$ cat src/sv/ssr_pkg.sv
package ssr_pkg;

  typedef enum logic [2:0] {
    OP_SAMPLE       = 3'd0,
    OP_SWEEP_END    = 3'd1,
    OP_RESET_SURVEY = 3'd2,
    OP_CLEAR_EVENTS = 3'd3,
    OP_READ_OCC     = 3'd4,
    OP_READ_WF      = 3'd5,
    OP_READ_EVENT   = 3'd6
  } op_t;

  localparam int CFG_ADDR_W = 1;
  localparam int CFG_DATA_W = 16;

  typedef enum logic [CFG_ADDR_W-1:0] {
    CFG_THRESHOLD = 1'b0,
    CFG_HOLDOFF   = 1'b1
  } cfg_reg_t;

  localparam logic [7:0]  THRESHOLD_RESET = 8'd60;
  localparam logic [15:0] HOLDOFF_RESET   = 16'd750;

  typedef enum logic {
    ST_IDLE,
    ST_EXEC
  } ssr_state_t;

  typedef struct packed {
    logic [31:0] stamp;
    logic [6:0]  chan;
    logic [7:0]  lvl;
  } ev_rec_t;

  typedef struct packed {
    logic        take;
    logic        sweep;
    logic        clear;
    logic        read;
    logic [31:0] stamp;
    logic [6:0]  chan;
    logic [7:0]  lvl;
    logic [5:0]  age;
    logic [7:0]  threshold;
    logic [15:0] holdoff;
  } ev_cmd_t;

  typedef struct packed {
    logic    logged;
    logic    hit;
    ev_rec_t rec;
  } ev_res_t;

endpackage

$ cat src/sv/ssr_event_ring.sv
module ssr_event_ring #(
  parameter int EVENTS = 16
) (
  input  logic                       clk,
  input  logic                       rst,
  input  ssr_pkg::ev_cmd_t           cmd,
  output ssr_pkg::ev_res_t           res,
  output logic [$clog2(EVENTS+1)-1:0] fill
);
  import ssr_pkg::*;

  localparam int EW  = $clog2(EVENTS);
  localparam int EFW = $clog2(EVENTS+1);

  ev_rec_t        mem [EVENTS];
  ev_rec_t        rd_rec;
  ev_rec_t        log_rec;
  logic [EW-1:0]  head;
  logic [31:0]    last_time;
  logic           logged_q;
  logic           hit_q;
  logic           do_log;
  logic [EW:0]    rd_sum;
  logic [EW-1:0]  rd_idx;

  // Logging needs the level at threshold and the hold-off elapsed, modulo 2^32.
  assign do_log = cmd.take && cmd.sweep && (cmd.lvl >= cmd.threshold) &&
                  ((cmd.stamp - last_time) >= 32'(cmd.holdoff));

  assign rd_sum = {1'b0, head} + (EW+1)'(EVENTS - 1) - {1'b0, EW'(cmd.age)};
  assign rd_idx = (rd_sum >= (EW+1)'(EVENTS)) ? EW'(rd_sum - (EW+1)'(EVENTS)) : EW'(rd_sum);

  always_ff @(posedge clk) begin
    if (do_log) begin
      mem[head] <= '{stamp: cmd.stamp, chan: cmd.chan, lvl: cmd.lvl};
    end
    if (cmd.take && cmd.read) begin
      rd_rec <= mem[rd_idx];
    end
    if (do_log) begin
      log_rec <= '{stamp: cmd.stamp, chan: cmd.chan, lvl: cmd.lvl};
    end
  end

  always_ff @(posedge clk) begin
    if (rst) begin
      head      <= '0;
      fill      <= '0;
      last_time <= '0;
      logged_q  <= 1'b0;
      hit_q     <= 1'b0;
    end else if (cmd.take) begin
      logged_q <= do_log;
      hit_q    <= cmd.read && (32'(cmd.age) < 32'(fill));
      if (cmd.clear) begin
        head      <= '0;
        fill      <= '0;
        last_time <= '0;
      end else if (do_log) begin
        head      <= (head == EW'(EVENTS - 1)) ? '0 : head + EW'(1);
        last_time <= cmd.stamp;
        if (fill < EFW'(EVENTS)) begin
          fill <= fill + EFW'(1);
        end
      end
    end
  end

  always_comb begin
    res.logged = logged_q;
    res.hit    = hit_q;
    if (logged_q) begin
      res.rec = log_rec;
    end else if (hit_q) begin
      res.rec = rd_rec;
    end else begin
      res.rec = '0;
    end
  end

endmodule

$ cat config.mk
export PLATFORM = sky130hd
export DESIGN_NAME = ssr_event_ring
export DESIGN_NICKNAME = d
export VERILOG_FILES = /design/src/sv/ssr_pkg.sv /design/src/sv/ssr_event_ring.sv
export SDC_FILE = /design/constraint.sdc
export NUM_CORES = 1
export LEC_CHECK = 0
export ABC_AREA = 1
export CORE_MARGIN = 3
export CORE_UTILIZATION = 45
export DETAILED_ROUTE_END_ITERATION = 8
export DONT_BUFFER_PORTS = 1
export GPL_ROUTABILITY_DRIVEN = 0
export HOLD_SLACK_MARGIN = 0.15
export PLACE_DENSITY_LB_ADDON = 0.25
export SLEW_MARGIN = 10
export SYNTH_ARGS = -nofsm -noshare
export SYNTH_HDL_FRONTEND = slang
export SYNTH_SLANG_ARGS = --single-unit
$ cat constraint.sdc
create_clock -name clk -period 19.31 [get_ports clk]
set_input_delay 3.862 -clock clk [delete_from_list [all_inputs] [get_ports clk]]
set_output_delay 3.862 -clock clk [all_outputs]
set_load 0.02 [all_outputs]
==> results by group <==
Die
  • Num rows: 107
  • Die X: 299.7 µm
  • Die Area: 89810 µm²
  • Die H: 299.7 µm
  • Initial Util: 0.4551
  • # IOs: 137
  • Core Box Area: 85280 µm²

Placement
  • IO buf count: 0
  • DP HPWL: 57060 µm
  • DP Cell Count: 4223

Synth
  • Seq/Total Area, Yosys: 0.6767
  • Ys Warns: 0
  • Syn_nets: 3364
  • Synth Register Bits: 889
  • Mapped Avg Cell Area: 12.08 µm²
  • Distinct cells, synth: 43
  • Synthesized area: 38810 µm²
  • Syn Inst Count: 3212

Clock tree
  • Setup bufs post-CTS: 0
  • CTS tree: built
  • Cts hold-fix bufs: 0
  • Num CTS Buffers: 91
  • Clk sinks: 889
  • Post-CTS Resized: 0
  • Clock root buffer: clkbuf_16
  • Max Root-Sink Buffers: 3
  • Htree depth: 3
  • Clk pin slew, worst setup/hold paths: 0.06 ns
  • Clock latency on the worst-skew pair: 0.65 ns

Critical path
  • CP startpoint kind: primary input
  • Worst Path Buf+Inv: 5
  • Cell family with the largest share of critical-path delay: simple AND/OR/NAND/NOR gates
  • CP most frequent cell: nand2_1
  • Max incr delay on CP: 0.73 ns
  • Crit. End Element: flip-flop
  • CP required: 19.56 ns
  • Critical-path top delay cell: buf_4
  • Critical path class: primary input to flip-flop
  • Crit path max fanout: 51
  • WP data arrival: 9.41 ns

STA
  • Period utilisation layout: 0.4740
  • Minimum clock period after layout: 9.154 ns
  • Final hold viol count: 0
  • Worst-Margin Slew: 1.123 ns
  • F_max: 0.1092 GHz
  • Slew headroom: 0.2511
  • Finish-stage setup viols: 0
  • Setup_tns: 0 ns
  • Pins Over Slew Limit: 0
  • Worst Skew: 0.03780 ns
  • RSZ-0062 raised after global routing: no

Hold path
  • HP Class: flip-flop to flip-flop

GRT
  • First-pass GRT wire length: 149000 µm
  • Congestion Overflow GR: 0
  • All-Layer GR Usage: 0.2193
  • Vias in the first global route: 24436
  • Largest net degree at the start of global routing: 219
  • Antenna violations before repair: 4

Flow run
  • # Max-Cap Violations: 0

Detailed routing
  • Vias: 24558
  • Avg Vias per Cell: 5.590
  • Wirelength per Cell: 22.73 µm
  • DRT iter0 DRCs: 2016
  • DRC: 0
  • Routed Antenna Nets: 0
  • 1st-pass router iterations: 6
  • Final WL: 99870 µm

Run status
  • Status: finished, final reports clean

Cells and area
  • Share of cells above drive strength 1: 0.08713
  • Layout Cells excl Fill: 4393
  • Area Growth Syn to Fin: 10.33%
  • Net count reported at finish: 3324

Power and ir drop
  • Power per Cell Area: 98.56 nW/µm²
  • Pleak: 15.65 nW
  • Peak supply drop: 62.14 µV
[sequential cells by signal, summed over array words and instances (netlist names)]
signal     count
fill           5
last_time     32
rd_rec        47
hit_q          1
head           4
logged_q       1
log_rec       47
mem          752
[path summary, 6_finish.rpt]
kind / startpoint / end / slack (ns) / cells past startpoint
max: cmd[51] / mem[2][13] / 10.16 / 25
min: last_time[10] / last_time[10] / 0.47 / 2
max reg2reg: last_time[5] / mem[2][13] / 12.98 / 26
min reg2reg: last_time[10] / last_time[10] / 0.47 / 2
[layout make-up]
| type | count | area, µm² |
|---|---|---|
| Antenna cell | 1 | 2.502 |
| Clock buffer | 119 | 2452 |
| Clock inverter | 50 | 435.4 |
| Fill cell | 7279 | 42460 |
| Inverter | 389 | 1464 |
| Multi-Input combinational cell | 1765 | 10480 |
| Sequential cell | 889 | 26270 |
| Tap cell | 1144 | 1431 |
| Timing Repair Buffer | 36 | 295.3 |
[worst reg2reg max path: stages (launching register included)]
cell,delay (ns)
dfxtp_1,0.35
inv_1,0.06
ha_1,0.34
nand2_2,0.14
inv_1,0.08
a21oi_1,0.22
nand2_2,0.13
nand2_1,0.09
nand2_2,0.06
xor2_1,0.15
ha_1,0.29
inv_1,0.06
nor3_1,0.21
nand2_1,0.10
nand2_1,0.08
nand2_1,0.05
nand3_1,0.07
nor2_1,0.05
nand2_1,0.06
nor2_2,0.04
nand2_2,0.07
nand2_4,0.37
inv_2,0.16
buf_4,0.73
nand2_1,0.51
nor2_4,0.73
buf_4,0.69
[per-stage QoR]
step | power [mW] | util | instance area (µm²) | setup WS [ns] | hold slack, ns
final | 4.221 | 0.5022 | 42820 | 10.16 | 0.4749
after global routing | 4.376 | 0.5021 | 42820 | 9.870 | 0.4926
after CTS | 4.254 | 0.5021 | 42820 | 10.23 | 0.4756
after detailed placement | 2.579 | 0.4683 | 39930 | 9.572 | 0.4682
after global placement | 2.573 | 0.4683 | 39930 | 9.639 | 0.4622
after floorplan | 2.481 | - | 38810 | 9.574 | 0.4555
[kinds of logic after synthesis]
family / Yosys count / synth area share
compound gates: 739 / 0.1053
xor+xnor: 20 / 0.004513
fa+ha+maj: 69 / 0.02263
buf+inv: 558 / 0.05745
flops: 889 / 0.6767
mux: 188 / 0.04848
simple gates: 749 / 0.08494
[layout by cell type, fill, tap and decap left out, types with 21 or more instances in the layout]
cell and n:
a21oi_1 286, a31oi_1 47, buf_4 34, clkbuf_1 21, clkbuf_16 91, clkinv_1 22, dfxtp_1 41, edfxtp_1 846
ha_1 66, inv_1 378, mux2i_1 188, nand2_1 497, nand2_2 22, nand3_1 90, nand3_2 29, nor2_1 49
o211ai_1 94, o21ai_0 285
[report_power, final]
part	switching [mW]	internal (mW)	leakage, nW
Sequential	0.00723	2.14	7.98
Combinational	0.266	0.128	6.26
Clock	0.736	0.945	1.41
Total	1.01	3.21	15.7
[cells in the mapped netlist (all sizes together)]
cell / number / area (µm²)
nor2: 77 / 324.1
dfxtp: 43 / 860.8
nand3: 119 / 740.7
nand3b: 4 / 30.03
dlygate4sd1: 2 / 17.52
a31oi: 47 / 294.0
a21oi: 306 / 1607
nor3: 12 / 70.07
buf: 45 / 294.0
edfxtp: 846 / 25400
and3: 1 / 6.260
xnor2: 5 / 43.79
o2111ai: 1 / 8.760
mux2i: 188 / 1882
xor2: 15 / 131.4
inv: 387 / 1453
a211oi: 2 / 15.01
clkinv: 2 / 7.510
o211ai: 94 / 705.7
fa: 2 / 40.04
clkbuf: 122 / 457.9
nand2: 521 / 2023
o21ai: 285 / 1426
nand4: 9 / 56.30
o21a: 1 / 7.510
o21bai: 3 / 22.52
ha: 67 / 838.3
and2: 2 / 12.51
nor3b: 3 / 27.52
or2: 1 / 6.260
[metal layers]
layer | track usage | vias to the layer above | wire length (µm)
met2 | 0.3713 | 824 | 48630
li1 | - | 11282 | -
met3 | 0.03933 | 180 | 6325
met5 | 0 | - | 0
met1 | 0.2901 | 12272 | 42360
met4 | 0.06442 | 0 | 2555
Power figures use the tool's default switching activity.
